[src/tnp_pkg.sv]
// Shared types and constants for the telemetry nibble packer.
`default_nettype none
package tnp_pkg;

  localparam int unsigned CAP_W    = 16;
  localparam int unsigned QDEPTH   = 3;
  localparam int unsigned QCOUNT_W = $clog2(QDEPTH + 1);

  // Header bytes and nibble codes
  localparam logic [7:0] HDR_M     = 8'hA1;
  localparam logic [7:0] HDR_G     = 8'hA2;
  localparam logic [7:0] HDR_T     = 8'hA3;
  localparam logic [3:0] NIB_COLON = 4'hB;
  localparam logic [3:0] NIB_ZERO  = 4'hC;
  localparam logic [3:0] NIB_DOT   = 4'hD;
  localparam logic [3:0] NIB_MINUS = 4'hE;
  localparam logic [3:0] NIB_COMMA = 4'hF;
  localparam logic [3:0] NIB_PAD   = 4'hA;

  // Character codes
  localparam logic [7:0] CH_M     = 8'h4D;
  localparam logic [7:0] CH_G     = 8'h47;
  localparam logic [7:0] CH_T     = 8'h54;
  localparam logic [7:0] CH_COLON = 8'h3A;
  localparam logic [7:0] CH_ZERO  = 8'h30;
  localparam logic [7:0] CH_DOT   = 8'h2E;
  localparam logic [7:0] CH_MINUS = 8'h2D;
  localparam logic [7:0] CH_COMMA = 8'h2C;
  localparam logic [7:0] CH_ONE   = 8'h31;
  localparam logic [7:0] CH_NINE  = 8'h39;

  typedef struct packed {
    logic [7:0] data;
    logic       has_byte;
    logic       is_last;
    logic       ovf;
  } rslt_t;

endpackage
`default_nettype wire

[src/telemetry_nibble_packer_core.sv]
// Telemetry nibble packer: character stream in, packed byte stream out.
`default_nettype none
// Takes one character per cycle and packs it into bytes in the same cycle it is
// accepted; results wait in a three-word output queue. A character gives zero,
// one or two words. The input is stalled while the queue holds two or more
// words, so a character that gives two words (a header after a lone nibble)
// holds off the next character; otherwise the block sustains one character per
// cycle while the output is not stalled. An accepted character's words are
// registered into the queue behind any waiting words. The capacity register may
// be written at any time and applies to the next character accepted.
module telemetry_nibble_packer_core import tnp_pkg::*; (
  input  logic             clk,
  input  logic             rst,
  input  logic             cfg_wr_en,
  input  logic [CAP_W-1:0] cfg_wr_data,
  input  logic             in_valid,
  output logic             in_stall,
  input  logic [7:0]       char_code,
  input  logic             last_char,
  output logic             out_valid,
  input  logic             out_stall,
  output logic [7:0]       out_byte,
  output logic             byte_valid,
  output logic             last_result,
  output logic             overflow
);

  logic [CAP_W-1:0]    out_capacity;
  logic                nibble_pending, nibble_pending_next;
  logic [3:0]          high_nibble, high_nibble_next;
  logic [CAP_W-1:0]    bytes_emitted, bytes_emitted_next;
  logic                dropped_flag, dropped_flag_next;
  rslt_t               q [QDEPTH];
  rslt_t               q_next [QDEPTH];
  logic [QCOUNT_W-1:0] q_count, q_count_next;

  logic push, pop;

  assign in_stall    = (q_count > QCOUNT_W'(1));
  assign out_valid   = (q_count != '0);
  assign push        = in_valid && !in_stall;
  assign pop         = out_valid && !out_stall;
  assign out_byte    = q[0].data;
  assign byte_valid  = q[0].has_byte;
  assign last_result = q[0].is_last;
  assign overflow    = q[0].ovf;

  always_comb begin
    logic             is_hdr, is_nib;
    logic [7:0]       hdr;
    logic [3:0]       nib;
    logic             p0, p1, e0, e1;
    logic [7:0]       c0, c1;
    logic [CAP_W-1:0] cnt1;
    logic             drop_any;
    rslt_t            r0, r1;
    logic [1:0]       n_push;
    logic [QCOUNT_W-1:0] base;

    is_hdr = 1'b0;
    is_nib = 1'b0;
    hdr    = '0;
    nib    = '0;
    case (char_code) inside
      CH_M:             begin is_hdr = 1'b1; hdr = HDR_M; end
      CH_G:             begin is_hdr = 1'b1; hdr = HDR_G; end
      CH_T:             begin is_hdr = 1'b1; hdr = HDR_T; end
      CH_COLON:         begin is_nib = 1'b1; nib = NIB_COLON; end
      CH_ZERO:          begin is_nib = 1'b1; nib = NIB_ZERO; end
      CH_DOT:           begin is_nib = 1'b1; nib = NIB_DOT; end
      CH_MINUS:         begin is_nib = 1'b1; nib = NIB_MINUS; end
      CH_COMMA:         begin is_nib = 1'b1; nib = NIB_COMMA; end
      [CH_ONE:CH_NINE]: begin is_nib = 1'b1; nib = char_code[3:0]; end
      default:          ;
    endcase

    // Candidate bytes in output order; p1 only ever follows p0
    p0 = 1'b0;
    p1 = 1'b0;
    c0 = '0;
    c1 = '0;
    nibble_pending_next = nibble_pending;
    high_nibble_next    = high_nibble;
    if (is_hdr) begin
      nibble_pending_next = 1'b0;
      high_nibble_next    = '0;
      if (nibble_pending) begin
        p0 = 1'b1;
        c0 = {high_nibble, NIB_PAD};
        p1 = 1'b1;
        c1 = hdr;
      end else begin
        p0 = 1'b1;
        c0 = hdr;
      end
    end else if (is_nib) begin
      if (nibble_pending) begin
        p0 = 1'b1;
        c0 = {high_nibble, nib};
        nibble_pending_next = 1'b0;
        high_nibble_next    = '0;
      end else if (last_char) begin
        p0 = 1'b1;
        c0 = {nib, NIB_PAD};
      end else begin
        nibble_pending_next = 1'b1;
        high_nibble_next    = nib;
      end
    end else if (last_char && nibble_pending) begin
      p0 = 1'b1;
      c0 = {high_nibble, NIB_PAD};
    end

    // Capacity check per byte; drop the rest
    e0   = p0 && (bytes_emitted < out_capacity);
    cnt1 = bytes_emitted + CAP_W'(e0);
    e1   = p1 && (cnt1 < out_capacity);
    bytes_emitted_next = cnt1 + CAP_W'(e1);
    drop_any           = (p0 && !e0) || (p1 && !e1);
    dropped_flag_next  = dropped_flag || drop_any;

    r0 = '{data: c0, has_byte: e0, is_last: 1'b0, ovf: 1'b0};
    r1 = '{data: c1, has_byte: 1'b1, is_last: 1'b0, ovf: 1'b0};
    if (!e0) begin
      r0.data = '0;
    end
    n_push = {1'b0, e0} + {1'b0, e1};
    if (last_char) begin
      if (e1) begin
        r1.is_last = 1'b1;
        r1.ovf     = dropped_flag_next;
      end else begin
        r0.is_last = 1'b1;
        r0.ovf     = dropped_flag_next;
        n_push     = 2'd1;
      end
      nibble_pending_next = 1'b0;
      high_nibble_next    = '0;
      bytes_emitted_next  = '0;
      dropped_flag_next   = 1'b0;
    end

    // Queue: shift on pop, append on push
    for (int i = 0; i < QDEPTH; i++) begin
      q_next[i] = q[i];
    end
    base = q_count;
    if (pop) begin
      for (int i = 0; i < QDEPTH - 1; i++) begin
        q_next[i] = q[i+1];
      end
      base = q_count - QCOUNT_W'(1);
    end
    q_count_next = base;
    if (push) begin
      for (int i = 0; i < QDEPTH; i++) begin
        if ((n_push != 2'd0) && (QCOUNT_W'(i) == base)) begin
          q_next[i] = r0;
        end
        if ((n_push == 2'd2) && (QCOUNT_W'(i) == base + QCOUNT_W'(1))) begin
          q_next[i] = r1;
        end
      end
      q_count_next = base + QCOUNT_W'(n_push);
    end
  end

  always_ff @(posedge clk) begin
    if (rst) begin
      out_capacity   <= '1;
      nibble_pending <= 1'b0;
      high_nibble    <= '0;
      bytes_emitted  <= '0;
      dropped_flag   <= 1'b0;
      q_count        <= '0;
    end else begin
      if (cfg_wr_en) begin
        out_capacity <= cfg_wr_data;
      end
      if (push) begin
        nibble_pending <= nibble_pending_next;
        high_nibble    <= high_nibble_next;
        bytes_emitted  <= bytes_emitted_next;
        dropped_flag   <= dropped_flag_next;
      end
      q_count <= q_count_next;
    end
  end

  // Queue payload needs no reset
  always_ff @(posedge clk) begin
    for (int i = 0; i < QDEPTH; i++) begin
      q[i] <= q_next[i];
    end
  end

endmodule
`default_nettype wire

[config.mk]
export PLATFORM = sky130hd
export DESIGN_NAME = telemetry_nibble_packer_core
export DESIGN_NICKNAME = d
export VERILOG_FILES = /design/src/tnp_pkg.sv /design/src/telemetry_nibble_packer_core.sv
export SDC_FILE = /design/constraint.sdc
export NUM_CORES = 1
export LEC_CHECK = 0
export BUFFER_PORTS_ARGS = -buffer_cell sky130_fd_sc_hd__buf_2
export CAP_MARGIN = 0
export CORE_ASPECT_RATIO = 1.5
export CORE_MARGIN = 1.5
export CORE_UTILIZATION = 37
export CTS_CLUSTER_DIAMETER = 50
export DETAILED_ROUTE_END_ITERATION = 8
export GPL_TIMING_DRIVEN = 0
export MAX_ROUTING_LAYER = met4
export SYNTH_ARGS = -nofsm -noshare
export SYNTH_HDL_FRONTEND = slang
export SYNTH_SLANG_ARGS = --single-unit
[constraint.sdc]
create_clock -name clk -period 19.6 [get_ports clk]
set_clock_uncertainty 0.15 [all_clocks]
set_input_delay 1.96 -clock clk [delete_from_list [all_inputs] [get_ports clk]]
set_output_delay 1.96 -clock clk [all_outputs]
set_load 0.05 [all_outputs]
== Word level (Yosys, flattened, before mapping) ==
Memories as Yosys holds them, arrays and structs flattened.
Index checks and enable logic that the tools add are counted.

* $add $sub $neg: 6
* Order comparisons: 5
* Eq/ne operators: 13
* Mux-type cells: 66
* Reductions and logical operators: 26

{| class="wikitable"
|+ Operator list
! kind !! number
|-
| 8-bit 2-to-1 mux || 12
|-
| 11-bit 2-to-1 mux || 6
|-
| 4-bit 2-to-1 mux || 13
|-
| 8-bit by 6-bit == test with 1-bit output (second input constant) || 5
|-
| 33-bit 2-to-1 mux || 1
|-
| 16-bit by 1-bit adder with 16-bit output || 2
|-
| 16-bit less-than comparator || 2
|-
| 8-bit by 7-bit == test with 1-bit output (second input constant) || 3
|-
| 1-bit 2-to-1 mux || 24
|-
| 22-bit 2-to-1 mux || 1
|-
| 16-bit 2-to-1 mux || 1
|-
| 2-bit 2-to-1 mux || 8
|-
| 1-bit logical AND || 14
|-
| 8-bit by 6-bit greater-or-equal comparator with 1-bit output (second input constant) || 1
|-
| 8-bit by 6-bit <= comparator with 1-bit output (second input constant) || 1
|-
| 1-bit by 2-bit == test with 1-bit output (first input constant) || 2
|-
| 2-bit == test (first input constant) || 2
|-
| 1-bit logical NOT || 4
|-
| 2-bit logical NOT || 2
|-
| 2-bit nonzero test || 2
|-
| 3-bit nonzero test || 1
|-
| 1-bit by 1-bit adder with 2-bit output || 1
|-
| 2-bit by 1-bit adder with 2-bit output (second input constant) || 1
|-
| 2-bit adder || 1
|-
| other kinds (5) || 6
|}

* Flip-flop bits (word level): 40
* RAM bits: 33
* Bits of input ports: 30
* Output and inout port bits: 13
* Logic and storage cells: 123
* Memories kept: 1

{| class="wikitable"
|+ Memories
! memory !! words !! width !! read ports !! clocked after memory_dff !! write ports !! line !! source
|-
| q || 3 || 11 || 3 || 0 || 3 || telemetry_nibble_packer_core.sv:33 || <nowiki>rslt_t q [QDEPTH];</nowiki>
|}

== Depth between registers and ports, before layout ==
* Depth after elaboration: 26
* Mapped depth: 29
* Mapped depth without buffers: 29

== Worst setup path before layout ==
Ideal clock, no wire load.

* Path type: in2reg
* From: in char_code[3]
* To: mem q[0][22] in the netlist's numbering (data pin)
* Setup time: 0.256 ns
* Arrival: 7.051 ns
* Data required time: 19.194 ns
* Setup slack: 12.143 ns
* Cell stages on the path: 26
* Path buffers: 1
* Path through: clkbuf_1 nor4b_1 nor3_1 nor2_1 a21o_1 nand2b_1 inv_2 ha_1 ha_1 nand3_2 nor3_1 xor2_1 ha_1 a21o_1 a221o_1 a21oi_1 o211ai_1 inv_1 ha_1 nor2_1 a21o_1 nand2_1 nor2_1 xor2_1 and2_1 nor2b_1

{| class="wikitable"
|+ RTL lines
! what !! line !! source
|-
| start, declared || telemetry_nibble_packer_core.sv:18 || <nowiki>input logic [7:0] char_code,</nowiki>
|-
| end, declared || telemetry_nibble_packer_core.sv:33 ||
|}

==> metrics.csv <==
stage,metric,value,unit
flow_run,max_cap_violations,0,
die,die-area,0.0143,mm^2
routing,drtIter0Drc,293,
synthesis,ys_async_sr_fraction,0,%
sta,post-route-period-util,44.6,%
sta,rsz0062_at_grt,no,
power,seq_power_share,35.8,%
synthesis,synth_top_cell_by_area,dfxtp_1,
synthesis,yosys_register_bits,73,
routing,wirelength,13600,um
power,switchingPower,0.000206,W
grt,grt_pass1_wl,22700,um
synthesis,synth_edf_count,11,
critical_path,start_kind,input port,
sta,whs,0.316,ns
die,start_util,37.6,%
critical_path,crit_fanout,10,
sta,min_period,8.73,ns
sta,timing.final.ws_setup,10.87,ns
die,core_area,0.0134,mm^2
synthesis,netlist_area,0.00504,mm^2
grt,grt-ovfl-total,0,
place,dpl_cell_area,0.00544,mm^2
routing,drt_first_pass_iters,5,
sta,tightest_slew,1.14,ns
synthesis,synthCells,594,
routing,antenna_left,0,
critical_path,arrival,8.83,ns
routing,remaining_drc_errors,0,
synthesis,synth_top_area_share,24.6,%
cells_and_area,nNetsFinal,714,
grt,antenna_found_initial,0,
cells_and_area,design_area,0.00572,mm^2
cts,cts-hold-fix-buffers,0,
place,gp_congestion,0.922,
place,portBuffers,40,
sta,relSlewSlack,23.6,%
synthesis,postSynthAreaPerCell,8.48,um^2
sta,finalHoldViolations,0,
grt,grt_usage,20.1,%
power,total_power,0.000541,W
cts,cts_buffers,9,
power,vdd_drop_max,0.0000369,V
die,row_count,52,
sta,setup_tns,0,ns
synthesis,seq_area_frac_synth,31.2,%
cts,cts-root-buf,clkbuf_16,
critical_path,cp.required,19.70,ns
cts,clock_latency,0.34,ns
cts,post_cts_buffers,0,
power,power.share.switching,38.0,%
power,cellPowerDensity,94.7,mW/mm^2
cells_and_area,syn_to_final_growth,13.5,%
cells_and_area,antenna_cells,0,
place,dpl.hpwl,10600,um
cts,cts_tree,built,
synthesis,synth.area.top_cells,"dfxtp_1 25%, ha_1 9.7%, edfxtp_1 6.6%, nand2_1 4.3%, mux2i_1 3.6%",
routing,viasPerCell,5.72,
cts,cts_sinks,73,
grt,grt_max_degree,15,
run_status,status,completed,
synthesis,syn-num-nets,663,
sta,finalSetupViolCount,0,
min_path,hp-class,register to register,
place,post-place-ws,10.56,ns
power,clockPowerShare,28.9,%
power,p_leak,2.45,nW
die,die_y,146,um
sta,fmax,114,MHz
synthesis,synthFlopType,dfxtp_1,
power,p_int,0.000336,W
cts,clkTransAtPathRegs,0.06,ns
routing,num_vias,4643,
sta,slew_viol_final,0,
cts,cts.htree.levels,3,
power,power_frac_comb,35.3,%
critical_path,crit_type,input port to register,
die,die_width,98.3,um
grt,grt_pass1_vias,4686,
cts,cts_resized,0,
cells_and_area,drive_gt1_share,12.3,%
cts,clock_path_buffers,2,
synthesis,synthDistinctLibCells,70,
synthesis,synth_warnings,0,
die,ios,43,
routing,wire_per_inst,16.7,um
critical_path,end_kind,register,
cell type report:
cell class                 instances  area (um^2)
buffer                            36          178
clock buffer                       9          225
clock inverter                     7         53.8
fill                            1371         7680
inverter                          31          116
multi-input combinational        454         3170
sequential                        73         1570
tap                              162          203
timing repair buffer              40          200
critical path, stage by stage:
cell       delay, ns
buf_2           0.13
clkbuf_1        0.20
nor4b_1         0.43
nor3_1          0.18
nor2_1          0.21
a21o_1          0.14
nand2b_1        0.19
inv_2           0.22
ha_1            0.33
ha_1            0.37
nand3_2         0.24
nor4_1          0.43
nand2_1         0.12
xnor2_1         0.17
ha_1            0.30
nand2_1         0.06
nor2_1          0.22
o2111ai_1       0.24
o211ai_1        0.43
inv_1           0.20
ha_1            0.32
nor2_1          0.04
a21o_1          0.19
inv_1           0.11
o21ai_0         0.20
nor3_1          0.84
a211oi_1        0.12
a221oi_1        0.24
power by group through the flow:
stage	Sequential, W	Clock [W]	Combinational (W)
global route	0.000198	0.000166	0.000207
detailed placement	0.000197	0	0.000189
floorplan	0.000203	0	0.000140
finish	0.000194	0.000156	0.000191
global placement	0.000196	0	0.000186
CTS	0.000194	0.000159	0.000191
sequential cells by signal (all words and copies together), names as in the netlist:
name,flops
q,33
bytes_emitted,16
dropped_flag,1
high_nibble,4
out_capacity,16
q_count,2
nibble_pending,1
cell usage after synthesis (13+ instances only):
library cell and count:
nor2_1 45, nand2_1 58, nor2b_1 16, xor2_1 15, o21ai_0 25, a21oi_1 18, clkbuf_1 24, inv_1 28
xnor2_1 13, ha_1 39, mux2i_1 18, dfxtp_1 62, o211ai_1 19, nor3_1 14
placed cells by master (no fill, tap or decap), types with 4 or more instances in the layout:
cell / instances
nor2_1: 45
nand2_1: 58
xor2_1: 15
nor4_1: 5
nor3_1: 14
clkbuf_1: 24
dfxtp_1: 62
o211ai_1: 19
a22o_1: 7
ha_1: 39
o2111ai_1: 4
buf_2: 41
nor2b_1: 16
a221oi_1: 7
a22oi_1: 8
o22ai_1: 11
clkbuf_16: 9
or3_1: 6
nor4bb_1: 4
a21o_1: 8
o21a_1: 5
or2_2: 4
edfxtp_1: 11
nand3_1: 11
a21oi_1: 18
mux2i_1: 18
o21ai_1: 6
xnor2_1: 13
a222oi_1: 4
and3_1: 5
buf_4: 9
nand2b_1: 9
inv_1: 28
o21ai_0: 25
a21boi_0: 4
nand3b_1: 5
a211oi_1: 9
nor3b_1: 4
per-layer routing:
metal,GRT usage [%],routed length (um),up-vias
li1,-,-,2293
met1,20.9,5540,2178
met2,36.9,7140,135
met3,3.89,471,37
met4,7.54,417,0
met5,-,0,-
final timing paths:
kind / startpoint / endpoint / slack, ns / cells past startpoint
worst max-delay path: char_code[3] / q[0][21]$_DFF_P_ / 10.87 / 28
worst min-delay path: dropped_flag$_SDFFE_PP0P_ / dropped_flag$_SDFFE_PP0P_ / 0.32 / 2
worst max register to register: bytes_emitted[11]$_SDFFE_PP0P_ / q[0][21]$_DFF_P_ / 11.64 / 27
worst min register to register: dropped_flag$_SDFFE_PP0P_ / dropped_flag$_SDFFE_PP0P_ / 0.32 / 2
cells by family after synthesis:
kind of cell | Yosys count | synth area share [%]
AND/OR/NAND/NOR | 205 | 21.3
AO/OA/AOI/OAI | 163 | 23.3
flip-flops | 73 | 31.2
buffers and inverters | 67 | 5.84
adder cells (fa/ha/maj) | 39 | 9.69
XOR/XNOR | 28 | 4.87
multiplexers | 19 | 3.80
stage by stage:
step	utilization [%]	std cells
6_report	42.7	812
5_1_grt	42.7	812
4_1_cts	42.7	812
3_5_place_dp	40.6	796
3_3_place_gp	40.6	796
2_1_floorplan	-	594
(Power assumes the default switching activity.)
